<file path="src/sv/trbf_ram.sv">
// Generic single-port-write, single-port-read synchronous RAM.
// Read data is registered. No dependencies.
module trbf_ram #(
  parameter int WIDTH = 8,
  parameter int DEPTH = 64,
  parameter int AW    = (DEPTH > 1) ? $clog2(DEPTH) : 1
) (
  input  logic             clk,
  input  logic             we,
  input  logic [AW-1:0]    waddr,
  input  logic [WIDTH-1:0] wdata,
  input  logic             re,
  input  logic [AW-1:0]    raddr,
  output logic [WIDTH-1:0] rdata
);

  logic [WIDTH-1:0] mem [DEPTH];

  always_ff @(posedge clk) begin
    if (we) begin
      mem[waddr] <= wdata;
    end
    if (re) begin
      rdata <= mem[raddr];
    end
  end

endmodule

</file>
<file path="config.mk">
export PLATFORM = sky130hd
export DESIGN_NAME = trbf_ram
export DESIGN_NICKNAME = d
export VERILOG_FILES = /design/src/sv/trbf_ram.sv
export SDC_FILE = /design/constraint.sdc
export NUM_CORES = 1
export LEC_CHECK = 0
export ABC_AREA = 1
export BUFFER_PORTS_ARGS = -buffer_cell sky130_fd_sc_hd__buf_4
export CAP_MARGIN = 20
export CORE_MARGIN = 1.5
export CORE_UTILIZATION = 45
export DETAILED_ROUTE_END_ITERATION = 6
export GPL_TIMING_DRIVEN = 1
export PLACE_DENSITY = 0.69
export SLEW_MARGIN = 20
export SYNTH_ARGS = -nofsm -noshare
export SYNTH_HDL_FRONTEND = slang
export SYNTH_SLANG_ARGS = --single-unit
</file>
<file path="constraint.sdc">
create_clock -name clk -period 4.25 [get_ports clk]
set_clock_uncertainty 0.2 [all_clocks]
set_input_delay 0 -clock clk [delete_from_list [all_inputs] [get_ports clk]]
set_output_delay 0 -clock clk [all_outputs]
set_load 0.1 [all_outputs]
</file>
Word-level counts from Yosys, hierarchy flattened
Memory sizes are Yosys's and may differ from the RTL's. A register that Yosys moved wholly into a read port is not among the register bits.
Index checks and enable logic that the tools add are counted.
{"block": "totals", "out_inout_bits": 8, "ramBits": 512, "elab_cells": 3, "inputBits": 23, "ff_bits": 0, "memories": 1}
{"memory": "mem", "words": 64, "width": 8, "read_ports": 1, "rd_clocked_by_memory_dff": 1, "write_ports": 1, "line": "17", "rtl": "logic [WIDTH-1:0] mem [DEPTH];"}
{"block": "classes", "n_mux": 2}
{"operator": "2-to-1 mux 1 bit", "count": 2}

Longest topological paths before layout
{"block": "depth", "word_depth": 2, "ltp_mapped": 12, "ltp_nobuf": 9}

Worst setup path before layout
OpenSTA, ideal clock, no wires.
{"block": "synth_path", "path_type": "input port to flip-flop", "start": "input port we", "end": "memory mem[48][0], enable pin", "t_required_ns": 3.655, "setup_slack_ns": 2.284, "n_path_buf": 1, "setup_time_ns": 0.395, "arrival_ns": 1.371, "path_stages": 3, "path_cell_list": "clkbuf_1 -> nand4_1 -> nor4_1"}
{"block": "synth_between", "elab_chain_len": 2}
{"element": "start: declaration", "line": "9", "rtl": "input logic we,"}
{"element": "2-to-1 mux 1 bit", "line": "20", "rtl": "if (we) begin"}
{"element": "2-to-1 mux 1 bit (implied by the code)", "line": "21", "rtl": "mem[waddr] <= wdata;"}
{"element": "end: declaration", "line": "17"}
Every way passes these cells.

==> results.toml <==
[critical_path]
slowest_stage = "buf_4"
r2r-end = "rdata[7]"
regToRegSetupSlack_ns = 1.57
reg2regPathDepth = 10
critPathLaunchType = "input port"
timing_worst_setup_path_type = "input port to register"
endpoint_kind = "register"
path_cells = "buf_6, inv_6, buf_4, nand2_1, nand3_1, nand3_1, nand2_1, nand2_1, nand3_1, nand3_1, dlygate4sd3_1, nand2_1, dlygate4sd3_1"
arrival_ns = 3.28
path_max_fanout = 106
required_ns = 4.50
reg2reg_from = "mem[45][7]"
cpPeakStageDelay_ns = 0.60

[route]
vias = 13900
drcViolationCount = 0
drt_iter0_drc = 1744
drtAntennaViolNets = 0
vias_per_cell = 5.64
drtPass1Iterations = 5
wirelength_um = 52000
wl_per_cell_um = 21.1

[place]
dp_hpwl_um = 28500
dp_slack_ns = 1.66
gp_congestion = 0.843
portBuffers = 30
dp_cells = 2349

[sta]
tightest_slew_ns = 0.996
rsz0062_at_grt = "no"
drv_slew = 0
final.setup.tns_ns = 0
timing.final.crit_share = 0.713
worst_slack_ns = 1.22
slew_headroom = 0.334
layout_min_cycle_time_ns = 3.03
finalHoldViolations = 0
final-setup-viol-count = 0
max_freq_ghz = 0.330
fin_hold_ws_ns = 0.0229

[finish]
stdcell_count = 2462
drive_gt1_frac = 0.0653
nets = 1841
area_growth_pct = 10.0
fillers = 4048

[clocking]
path_clk_slew_ns = 0.06
clk_latency_ns = 0.60
postCtsSetupBuffers = 0
cts_tree = "yes"
hold_buffers = 21
cts.sinks = 520
cts_buffer_depth = 3
cts_made_buffers = 52
ctsResizeCount = 0
cts_root_buffer = "clkbuf_16"
htree_levels = 2

[synth]
synth.distinct_cells = 15
synthFlopType = "edfxtp_1"
synth_edf_count = 520
ys_seq_elements = 520
syn-cell-area_um2 = 21400
yosysTopAreaCellShare = 0.729
synth_most_common_cell = "nand2_1"
seq_area_frac_synth = 0.729
synth_area_leaders = "edfxtp_1 73%, nand2_1 11%, nand3_1 10%"
synthesis.nets = 1828
syn_inst = 1805
synth_area_per_cell_um2 = 11.9
ys_async_sr_fraction = 0
netlist_top_cells_count = "648 x nand2_1, 520 x edfxtp_1, 439 x nand3_1"
synth_top_area_cell = "edfxtp_1"
yosys_warnings = 0

[power]
powerDensity_nw_per_um2 = 452
total_power_mw = 10.7
p_leak_nw = 8.36
peakVddDrop_mv = 0.284

[job]
cap_violations = 0

[hold_path]
hold_path.startpoint = "waddr[3]"
hold_path_class = "input port to register"
whs_endpoint = "mem[60][7]"
hold_depth = 3

[floorplan]
dieWidth_um = 221
dieArea_um2 = 48900
num_rows = 79
fp.coreArea_um2 = 46800
fp.dieH_um = 221
io_pins = 31
start_util = 0.458

[grt]
grtUsageTotal = 0.212
grt_pass1_vias = 13500
grt_overflow = 0
grt_start_max_net_pins = 257
grt_first_pass_wirelength_um = 79500
antenna_found_initial = 2

[status]
outcome = "finished clean"
-- worst max-delay path by stage --
stage	from	endpoint	slack [ns]	depth (start not counted)
3_5_place_dp	raddr[1]	rdata[7]	1.66	10
5_1_grt	raddr[0]	rdata[7]	1.08	13
6_report	raddr[0]	rdata[7]	1.22	13
2_1_floorplan	we	mem[48][0]	2.28	3
3_3_place_gp	raddr[1]	rdata[4]	1.63	10
4_1_cts	raddr[0]	rdata[7]	1.30	13
-- per-stage QoR --
step            util  cell area (um2)
2_1_floorplan      -            21400
5_1_grt        0.504            23600
6_report       0.504            23600
3_5_place_dp   0.466            21800
4_1_cts        0.503            23500
3_3_place_gp   0.466            21800
-- worst max-delay path, delay by kind of cell --
family,cells,cell delay [ns]
buf+inv,5,2.35
simple gates,8,0.82
-- power breakdown --
group / switching (mW) / leakage [nW] / total (mW) / internal (mW)
sequential: 0.0110 / 4.69 / 5.70 / 5.69
combinational: 0.539 / 2.93 / 0.710 / 0.172
clock: 1.85 / 0.748 / 4.25 / 2.40
-- final cells by class --
type                       instances  area [um2]  share of cell area
tap                              607         759              0.0322
inverter                          12        52.6             0.00223
multi-input combinational       1160        4960               0.210
sequential                       520       15600               0.663
clock inverter                    20         149             0.00632
clock buffer                      70        1390              0.0590
timing repair buffer              72         642              0.0272
antenna                            1        2.50            0.000106
-- layer usage --
| metal | vias to the layer above | global-route usage | share of wire |
|---|---|---|---|
| met5 | - | 0 | 0.00019 |
| met2 | 638 | 0.336 | 0.46 |
| met1 | 6776 | 0.295 | 0.42 |
| li1 | 6376 | - | - |
| met3 | 100 | 0.0418 | 0.091 |
| met4 | 2 | 0.0703 | 0.025 |
-- kinds of logic after synthesis --
family | synth area share
buffers and inverters | 0.0401
AND/OR/NAND/NOR | 0.231
flip-flops | 0.729
-- sequential cells by signal, indices dropped and copies added (netlist names) --
name / count
rdata: 8
mem: 512
-- placed cells by master, fill, tap and decap left out, drive strengths merged --
master,Yosys,final
inv,12,14
bufinv,0,2
edfxtp,520,520
nand3,439,439
clkinvlp,0,1
nor2,56,56
dlygate4sd3,0,21
diode,0,1
clkinv,0,15
nor4,8,8
nand4,9,9
nand2,648,648
clkbuf,15,70
buf,98,51
Note: power is estimated with default switching activity, not from simulation.
