File: config.mk
export PLATFORM = sky130hd
export DESIGN_NAME = trbf_scan
export DESIGN_NICKNAME = d
export VERILOG_FILES = /design/src/sv/trbf_pkg.sv /design/src/sv/trbf_scan.sv
export SDC_FILE = /design/constraint.sdc
export NUM_CORES = 1
export LEC_CHECK = 0
export BUFFER_PORTS_ARGS = -buffer_cell sky130_fd_sc_hd__buf_2
export CORE_UTILIZATION = 42
export DETAILED_ROUTE_END_ITERATION = 10
export PLACE_DENSITY = 0.8
export SLEW_MARGIN = 30
export SYNTH_ARGS = -nofsm -noshare
export SYNTH_HDL_FRONTEND = slang
export SYNTH_SLANG_ARGS = --single-unit
File: constraint.sdc
create_clock -name clk -period 2.3 [get_ports clk]
set_input_delay 0.46 -clock clk [delete_from_list [all_inputs] [get_ports clk]]
set_output_delay 0.46 -clock clk [all_outputs]
set_load 0.02 [all_outputs]
File: src/sv/trbf_pkg.sv
// Package for the touch region block filter.
// Holds event codes, configuration register indexes, stream layouts and shared types.
// No dependencies.
package trbf_pkg;

  localparam int NUM_REGIONS_DEF = 64;

  localparam logic OP_REGION = 1'b0;
  localparam logic OP_EVENT  = 1'b1;

  localparam logic [15:0] EV_SYN = 16'h0000;
  localparam logic [15:0] EV_KEY = 16'h0001;
  localparam logic [15:0] EV_ABS = 16'h0003;

  localparam logic [15:0] CODE_SYN_REPORT = 16'h0000;
  localparam logic [15:0] CODE_BTN_TOUCH  = 16'h014A;
  localparam logic [15:0] CODE_ABS_X      = 16'h0000;
  localparam logic [15:0] CODE_ABS_Y      = 16'h0001;
  localparam logic [15:0] CODE_MT_X       = 16'h0035;
  localparam logic [15:0] CODE_MT_Y       = 16'h0036;
  localparam logic [15:0] CODE_MT_TRACK   = 16'h0039;

  localparam logic signed [31:0] TRACK_NONE = -32'sd1;

  localparam logic CFG_BLOCK_ENABLE = 1'b0;
  localparam logic CFG_REGION_COUNT = 1'b1;

  localparam int CFG_DATA_W = 7;
  localparam int S_TDATA_W  = 200;
  localparam int M_TDATA_W  = 72;

  typedef struct packed {
    logic               on;
    logic signed [31:0] bottom;
    logic signed [31:0] right;
    logic signed [31:0] top;
    logic signed [31:0] left;
  } region_t;

  localparam int REGION_W = $bits(region_t);

  typedef struct packed {
    logic done;
    logic blocked;
  } scan_stat_t;

endpackage

File: src/sv/trbf_scan.sv
// Region table walker: reads one table entry per cycle and tests the point against it.
// Depends on trbf_pkg; drives the read port of the region RAM.
module trbf_scan #(
  parameter int NUM_REGIONS = 64,
  parameter int AW = (NUM_REGIONS > 1) ? $clog2(NUM_REGIONS) : 1
) (
  input  logic                   clk,
  input  logic                   rst,
  input  logic                   start,
  input  logic                   block_enable,
  input  logic [6:0]             region_count,
  input  logic signed [31:0]     pos_x,
  input  logic signed [31:0]     pos_y,
  output logic                   rd_en,
  output logic [AW-1:0]          rd_addr,
  input  trbf_pkg::region_t      rd_data,
  output trbf_pkg::scan_stat_t   stat
);
  import trbf_pkg::*;

  localparam int CW   = $clog2(NUM_REGIONS + 1);
  localparam int CMPW = (CW > 7) ? CW : 7;

  logic          busy;
  logic [CW-1:0] idx;
  logic [CW-1:0] count;
  logic          rd_valid;
  logic          hit;
  logic          entry_hit;

  assign count = (CMPW'(region_count) > CMPW'(NUM_REGIONS)) ? CW'(NUM_REGIONS)
                                                            : CW'(region_count);

  assign rd_en   = busy && (idx < count);
  assign rd_addr = idx[AW-1:0];

  assign entry_hit = rd_data.on &&
                     (pos_x >= rd_data.left) && (pos_x <= rd_data.right) &&
                     (pos_y >= rd_data.top)  && (pos_y <= rd_data.bottom);

  always_ff @(posedge clk) begin
    if (rst) begin
      busy         <= 1'b0;
      idx          <= '0;
      rd_valid     <= 1'b0;
      hit          <= 1'b0;
      stat.done    <= 1'b0;
      stat.blocked <= 1'b0;
    end else begin
      stat.done <= 1'b0;
      rd_valid  <= rd_en;
      if (start) begin
        idx <= '0;
        hit <= 1'b0;
        if (block_enable && (count != '0)) begin
          busy <= 1'b1;
        end else begin
          stat.done    <= 1'b1;
          stat.blocked <= 1'b0;
        end
      end else if (busy) begin
        if (rd_en) begin
          idx <= idx + 1'b1;
        end
        if (rd_valid && entry_hit) begin
          hit <= 1'b1;
        end
        if (!rd_en && !rd_valid) begin
          busy         <= 1'b0;
          stat.done    <= 1'b1;
          stat.blocked <= hit;
        end
      end
    end
  end

endmodule

## Yosys cells after proc, flatten, opt, wreduce, memory -nomap -nowiden

Index checks and enable logic that the tools add are counted.

| cells by class | value |
|---|---|
| order comparisons | 6 |
| shifts and indexed selects | 0 |
| mux-type cells | 9 |
| add/subtract/negate cells | 1 |
| div/mod/pow operators | 0 |
| bitwise logic cells | 0 |
| eq/ne operators | 2 |
| reduce and logical (&&, ||, !) cells | 17 |
| $mul | 0 |

Operators by type and width:

| operator | count |
|---|---|
| 32-bit greater-or-equal comparator | 2 |
| 32-bit <= comparator | 2 |
| 1-bit logical AND | 8 |
| 2-bit 2-to-1 mux | 4 |
| 7-bit by 1-bit adder with 7-bit output, second input constant | 1 |
| 7-bit > comparator, second input constant | 1 |
| 7-bit less-than comparator | 1 |
| 7-bit 2-to-1 mux | 1 |
| 7-bit nonzero test | 1 |
| 1-bit 2-to-1 mux | 4 |
| 2-bit AND reduction | 2 |
| 2-bit nonzero test | 2 |
| 3-bit AND reduction | 1 |
| 1-bit logical NOT | 2 |
| 2-bit by 1-bit inequality test with 1-bit output, second input constant | 1 |
| 2-bit inequality test, second input constant | 1 |
| 2-bit OR reduction | 1 |

| word-level totals | value |
|---|---|
| bits in writable memories | 0 |
| bits in latches | 0 |
| word-level logic and storage cells | 41 |
| output and inout port bits | 9 |
| register bits after elaboration | 12 |
| memories | 0 |
| bits in read-only memories | 0 |
| bits of input ports | 204 |

## Logic depth before layout (Yosys ltp)

Gate-level depths: netlist (run 1).

| logic depth | value |
|---|---|
| word-level depth | 9 |
| mapped depth | 11 |
| gate-level depth less buffers | 10 |

## Least setup slack after synthesis (run 1)

OpenSTA, ideal clock, no wires.

| timing path | value |
|---|---|
| kind | input -> register |
| start | input port rd_data[53] (netlist bit) |
| end | register hit |
| library setup time | 0.127 ns |
| buffers on the path | 0 |
| data arrival time | 2.240 ns |
| data required time | 2.173 ns |
| slack | -0.066 ns |
| stages on the path | 10 |
| path through | inv_1 ha_1 a21o_1 nand3_1 a211oi_1 a2111o_1 or4_1 a41oi_1 a211o_1 a221oi_2 |

| on the way | value |
|---|---|
| cells in the longest elaborated chain, start to end | 5 |

Ends and longest elaborated chain:

| element | line | text |
|---|---|---|
| start: declaration | trbf_scan.sv:16 | `input trbf_pkg::region_t rd_data,` |
| 32-bit greater-or-equal comparator | trbf_scan.sv:39 | `(pos_y >= rd_data.top) && (pos_y <= rd_data.bottom);` |
| 1-bit logical AND | trbf_scan.sv:38 | `(pos_x >= rd_data.left) && (pos_x <= rd_data.right) &&` |
| 1-bit logical AND | trbf_scan.sv:39 |  |
| 1-bit logical AND | trbf_scan.sv:65 | `if (rd_valid && entry_hit) begin` |
| 2-bit AND reduction (no line) | - |  |
| end signal: assignment | trbf_scan.sv:46 | `hit <= 1'b0;` |
| end signal: assignment | trbf_scan.sv:54 | `hit <= 1'b0;` |
| end signal: assignment | trbf_scan.sv:66 | `hit <= 1'b1;` |
| end: declaration | trbf_scan.sv:28 | `logic hit;` |

Every way passes these cells.
A chain may end at the register's enable or synchronous reset.

## Final worst setup path (run 1)

| timing path | value |
|---|---|
| start | input port region_count[6] |
| end | output port rd_en |

| on the way | value |
|---|---|
| cells in the longest elaborated chain, start to end | 4 |

Ends and longest elaborated chain:

| element | line | text |
|---|---|---|
| start: declaration | trbf_scan.sv:11 | `input logic [6:0] region_count,` |
| 7-bit > comparator | trbf_scan.sv:31 | `assign count = (CMPW'(region_count) > CMPW'(NUM_REGIONS)) ? CW'(NUM_REGIONS)` |
| 7-bit 2-to-1 mux (*) | trbf_scan.sv:31 |  |
| 7-bit less-than comparator (*) | trbf_scan.sv:34 | `assign rd_en = busy && (idx < count);` |
| 1-bit logical AND (*) | trbf_scan.sv:34 |  |
| end: declaration | trbf_scan.sv:14 | `output logic rd_en,` |

Every way passes the cells marked *; elsewhere a longest branch is shown, timed or not.

==> key figures, run 1 <==
STA
  • Crit share post-route: just under 100%
  • Fmax: 450 MHz
  • Final Hold Viols: 0
  • Final Max Tran Viols: 0
  • RSZ-0062 raised after global routing: true
  • # setup viols final: 0
  • Slew @ Worst Pin: 456 ps
  • Final Skew: between 7 and 8 ps
  • Min Tclk post-route: 2220 ps
  • Worst slew margin: 69.5%

Detailed routing
  • Detail Route met2 WL: 6010 um
  • Wire length on met1: 4880 um
  • DRT iter0 DRCs: 84
  • Met3 Wirelength: around 550 um
  • Routed vias: roughly 4700
  • Via density: 5.10
  • Final wirelength: roughly 12000 um
  • Top Metal Used: met4
  • Wirelength per Cell: 12.9 um
  • # DRC: 0
  • DRT Pass-1 Iters: 4
  • Routed Antenna Nets: 0

Critical path
  • CP peak stage delay: 290 ps
  • Top Family by Delay on Critical Path: compound AO/OA/AOI/OAI gates
  • Worst r2r path cells: 10
  • Crit path DAT: 1760 ps
  • Critical path buffers and inverters: 3
  • CP endpoint kind: output pin
  • R2r startpoint: idx[0]
  • Reg2reg setup slack: between 200 and 250 ps
  • Crit-path cells: buf_2 -> inv_2 -> nand2_1 -> ha_1 -> a21o_1 -> a211oi_2 -> o21a_1 -> buf_6
  • Worst-path maximum fanout: 5
  • Critical-path top delay cell: ha_1
  • FF-to-FF End: idx[3]
  • CP Data Required Time: approximately 1800 ps
  • Setup CP Type: primary input to output pin
  • Type of origin of the critical path: primary input

Floorplanning
  • DIE AREA: 9760 um^2
  • Row count: 34
  • I/O pin count: about 210
  • Core area: 8890 um^2
  • Die Wd: 98.8 um
  • Die height: between 90 and 100 um
  • Initial core utilization: 44.3%

Power and ir drop
  • PD cells: 222 nW/um^2
  • Leak: between 3 and 4 nW
  • Max VDD drop: 0.000144 V

Clock tree
  • # hold bufs at CTS: 0
  • # H-tree levels: 1
  • CTS Sinks: 12
  • Worst-Skew Late Latency: 240 ps
  • Clock Tree Root: clkbuf_8
  • CTS tree: done
  • Cts bufs inserted: 3
  • Max Root-Sink Buffers: 2
  • Clock transition at the registers of the reported paths: roughly 50 ps

Finish
  • Fillers: approximately 790
  • Share of post-route cells with drive strength above 1: 38.4%
  • Final core occ: ~65%
  • Commonest non-fill, non-tap cell in the layout: buf_2
  • Ant diodes: 0
  • Synth-to-Final Area Change: 46.7%
  • Highest-count cells in the layout ignoring fill and taps: buf_2 (205), inv_1 (127), ha_1 (127)
  • Net count, final: 1145
  • Fin area: 5770 um^2

Worst hold path
  • Hold Crit Class: primary input to flip-flop
  • Hold Path Stages: 2
  • Hold endpoint: stat[1]
  • Hold path start: rst

Global routing
  • Global-route wire length before repair: a little under 20000 um
  • Initial antenna violation count: 0
  • Largest net degree at the start of global routing: 8
  • Vias in the first global route: 4875
  • GRT overflow: 0
  • Total GRT Usage: 24.1%

Yosys
  • Async S/R FF share, synth: 0%
  • Avg Cell Area, Syn: 7.34 um^2
  • Synth unique cells: 46
  • Flops & latches, synth: 12
  • Mapped Cells: around 540
  • Yosys top cell by area: ha_1
  • Seq/Total Area, Yosys: 6.10%
  • Top_reg_cell synth: dfxtp_1
  • Synth warn: 0
  • Syn_nets: 875
  • Top cell type's share of synthesized area: between 40% and 50%
  • EDFF count, synth: 0
  • Area contributors post-synth: ha_1 (43%), inv_1 (13%), a21oi_1 (6.6%), dfxtp_1 (6.1%), nand4_1 (4.6%)
  • Syn Std Cell Area: 3940 um^2

Placement
  • Port Buf Inserts: 212
  • Post-DP Area: 5500 um^2
  • Final HPWL DP: 10700 um
  • Routability congestion estimate: 0.907

Outcome
  • Status: finished, final reports clean

Job
  • MaxCap Viol Count: 0
[repair_timing]
| action | in CTS | in global routing |
|---|---|---|
| setup buffers | 5 | 0 |
| resized for setup | 5 | 38 |
| setup endpoints to repair | 2 | 4 |
| pin swaps | 5 | 17 |
| gates cloned | 0 | 0 |
[logic make-up (layout without fill, tap and decap cells)]
family	Yosys count	after routing	share of synthesized area, %
muxes	2	2	0.509
DFF	12	12	6.10
buffers and inverters	141	409	14.2
and+or+nand+nor	123	123	16.1
adders and majority gates	135	135	42.9
xor gates and xnor gates	8	8	1.78
AOI/OAI and AO/OA	115	115	18.4
[layout make-up]
cell class / instances / area [um^2] / share of cell area (%)
timing repair buffer: 273 / 1560 / 27.1
multi-input combinational: 383 / 3290 / 57.0
inverter: 133 / 499 / 8.65
tap: 108 / 135 / 2.34
clock buffer: 3 / 41.3 / 0.715
sequential: 12 / 244 / 4.23
[power breakdown]
group	internal [mW]	total, mW	switching [mW]
Clock	0.115	0.189	0.0742
Combinational	0.463	0.880	0.417
Sequential	0.210	0.212	0.00186
Total	0.788	1.28	0.493
[layer usage]
metal	up-vias	global-route usage, %
met3	38	2.13
met2	154	46.3
met1	2047	27.1
met4	0	9.76
met5	-	0
li1	2413	-
[cell usage after synthesis, types with 2 or more instances]
cell       number
ha_1          135
inv_1         133
o211ai_1        5
o21ai_1         4
a21o_1         11
buf_4           6
and3_1          3
a2111oi_0       3
a41oi_1         2
nor3_1          9
nor2_1         18
nand2_1        34
a31oi_1         3
nor2b_1         4
xor2_1          7
a21boi_0        2
a211oi_1        5
o21ai_0        16
dfxtp_1        12
nor4_1          4
nand4_1        29
or4_1           3
nand3_1        11
a211o_1         2
a2111o_1        2
a21oi_1        52
mux2i_1         2
[worst register-to-register path, stage by stage, from the launching register on]
cell     delay, ps
dfxtp_4        360
or3b_1         350
a21o_1         190
a21o_1         180
a21oi_2        130
o21a_1         170
buf_4          150
buf_4          110
nand4_1        120
xor2_1         180
nor2_1          50
[worst max-delay path by stage]
stage               startpoint     to  slack [ps]  cells after the start
2_1_floorplan      rd_data[57]    hit          40                     10
3_3_place_gp         pos_y[29]    hit        -250                      9
3_5_place_dp         pos_y[14]    hit        -300                     10
4_1_cts              pos_y[31]    hit           6                      9
5_1_grt        region_count[6]  rd_en         -20                      8
6_report       region_count[6]  rd_en          80                      8
[per-stage QoR]
step,setup TNS [ps],worst slack [ps],hold slack [ps],total power [mW],cells
after detailed placement,-460,-296,512,1.04,905
after floorplan,0,40.2,460,0.645,536
after global placement,-338,-245,504,1.00,905
after CTS,0,5.83,454,1.25,913
after global routing,-27.8,-19.0,458,1.43,912
final,0,76.6,457,1.28,912
[state kept, by name, indices dropped and copies added, names as in the netlist]
signal    count
busy          1
rd_valid      1
stat          2
hit           1
idx           7
No activity file was read; power rests on OpenSTA's default activity.
==> run 2, diff against run 1 <==
Settings changed: GPL_TIMING_DRIVEN set to 0.
==> key figures, run 2 (same netlist as run 1, synthesis figures left out) <==
STA
  • Hold WS: 461 ps
  • RSZ-0062 raised after global routing: true
  • Slew @ Worst Pin: 688 ps
  • Final Hold Viols: 0
  • Crit share post-route: 101%
  • Fmax: 431 MHz
  • Final Skew: 3.86 ps
  • Setup TNS: -21.0 ps
  • Worst slew margin: 53.5%
  • Min Tclk post-route: 2320 ps
  • Final WS setup: -21.0 ps
  • Final Max Tran Viols: 0
  • # setup viols final: 1

Floorplanning
  • Die height: just under 100 um
  • DIE AREA: 9760 um^2
  • Die Wd: 98.8 um
  • Core area: 8890 um^2
  • Row count: 34
  • Initial core utilization: around 44%
  • I/O pin count: roughly 210

Global routing
  • Largest net degree at the start of global routing: 10
  • Initial antenna violation count: 0
  • GRT overflow: 0
  • Vias in the first global route: 4688
  • Total GRT Usage: around a quarter
  • Global-route wire length before repair: between 15000 and 20000 um

Placement
  • Routability congestion estimate: 0.865
  • Post-DP Area: slightly above 5000 um^2
  • Port Buf Inserts: 212
  • Cell total after placement: 856
  • Final HPWL DP: ~11000 um
  • Pre-CTS WS: -481 ps

Worst hold path
  • Hold Crit Class: primary input to flip-flop

Detailed routing
  • Routed Antenna Nets: 0
  • Via density: 5.16
  • Final wirelength: 11600 um
  • # DRC: 0
  • Routed vias: 4465
  • DRT iter0 DRCs: 80
  • DRT Pass-1 Iters: 4
  • Wirelength per Cell: 13.4 um

Critical path
  • Crit path DAT: about 2400 ps
  • CP Data Required Time: 2420 ps
  • Setup CP Type: primary input to flip-flop
  • Type of origin of the critical path: primary input
  • CP endpoint kind: flip-flop
  • Worst-path maximum fanout: 3

Clock tree
  • Clock Tree Root: clkbuf_8
  • Clock transition at the registers of the reported paths: 50 ps
  • Max Root-Sink Buffers: 2
  • CTS tree: done
  • Cts bufs inserted: 3
  • Worst-Skew Late Latency: 250 ps
  • CTS Sinks: 12
  • # H-tree levels: 1

Finish
  • Reg with most FFs: idx
  • Biggest regs: idx x7, stat x2
  • Ant diodes: 0
  • Share of post-route cells with drive strength above 1: 34.9%
  • Max reg flops: 7
  • Highest-count cells in the layout ignoring fill and taps: buf_2 (203), inv_1 (127), ha_1 (127)
  • Fin area: 5470 um^2
  • Synth-to-Final Area Change: 38.9%
  • Post-Layout Cell Count: 865
  • Final core occ: roughly three fifths
  • Net count, final: between 1000 and 1500
  • Commonest non-fill, non-tap cell in the layout: buf_2

Power and ir drop
  • PD cells: 230 nW/um^2
  • Max VDD drop: 0.000168 V
  • Power, Total: 1.26 mW
  • Leak: 3.30 nW

Outcome
  • Failing checks: negative setup slack
  • Status: finished, violations left

Job
  • MaxCap Viol Count: 0
-- run 2: path summary, 6_finish.rpt --
path / from / end / slack, ps / depth (start not counted)
worst max-delay path: pos_y[31] / hit / -20 / 9
worst min-delay path: rst / rd_valid / 460 / 2
worst max register to register: idx[0] / idx[4] / 250 / 9
worst min register to register: hit / stat[0] / 530 / 2
-- run 2: worst max-delay path: stages --
cell,delay (ps)
buf_2,110
ha_1,300
nand4_1,170
nor3_2,80
a2111o_1,410
or4_4,440
a41oi_2,240
a211o_1,150
a221oi_2,80
-- run 2: timing repair --
| action | CTS | global route |
|---|---|---|
| gates resized for setup | 34 | 22 |
| endpoints found under the setup margin | 2 | 2 |
| hold endpoints to repair | 0 | 0 |
| setup buffers | 4 | 2 |
| pin swaps | 13 | 19 |
| hold buffers | 0 | 0 |
-- run 2: power breakdown --
group	internal (mW)	total (mW)	switching [mW]
Sequential	0.210	0.211	0.00128
Clock	0.152	0.234	0.0828
Combinational	0.405	0.813	0.408
Total	0.766	1.26	0.492
-- run 2: routing by layer --
layer	vias up	share of wire (%)	global-route usage, %
met5	-	0	0
met4	0	2.6	7.46
met1	1969	40	24.9
met2	150	53	46.8
li1	2318	-	-
met3	28	4.9	2.98
-- run 2: layout make-up --
type / count / area [um^2]
plain buffers: 7 / 48.8
clock buffers: 4 / 55.1
fillers: 798 / 3420
inverters: 133 / 509
multi-input cells: 383 / 3300
flip-flops and latches: 12 / 245
well taps: 108 / 135
repair buffers: 218 / 1180
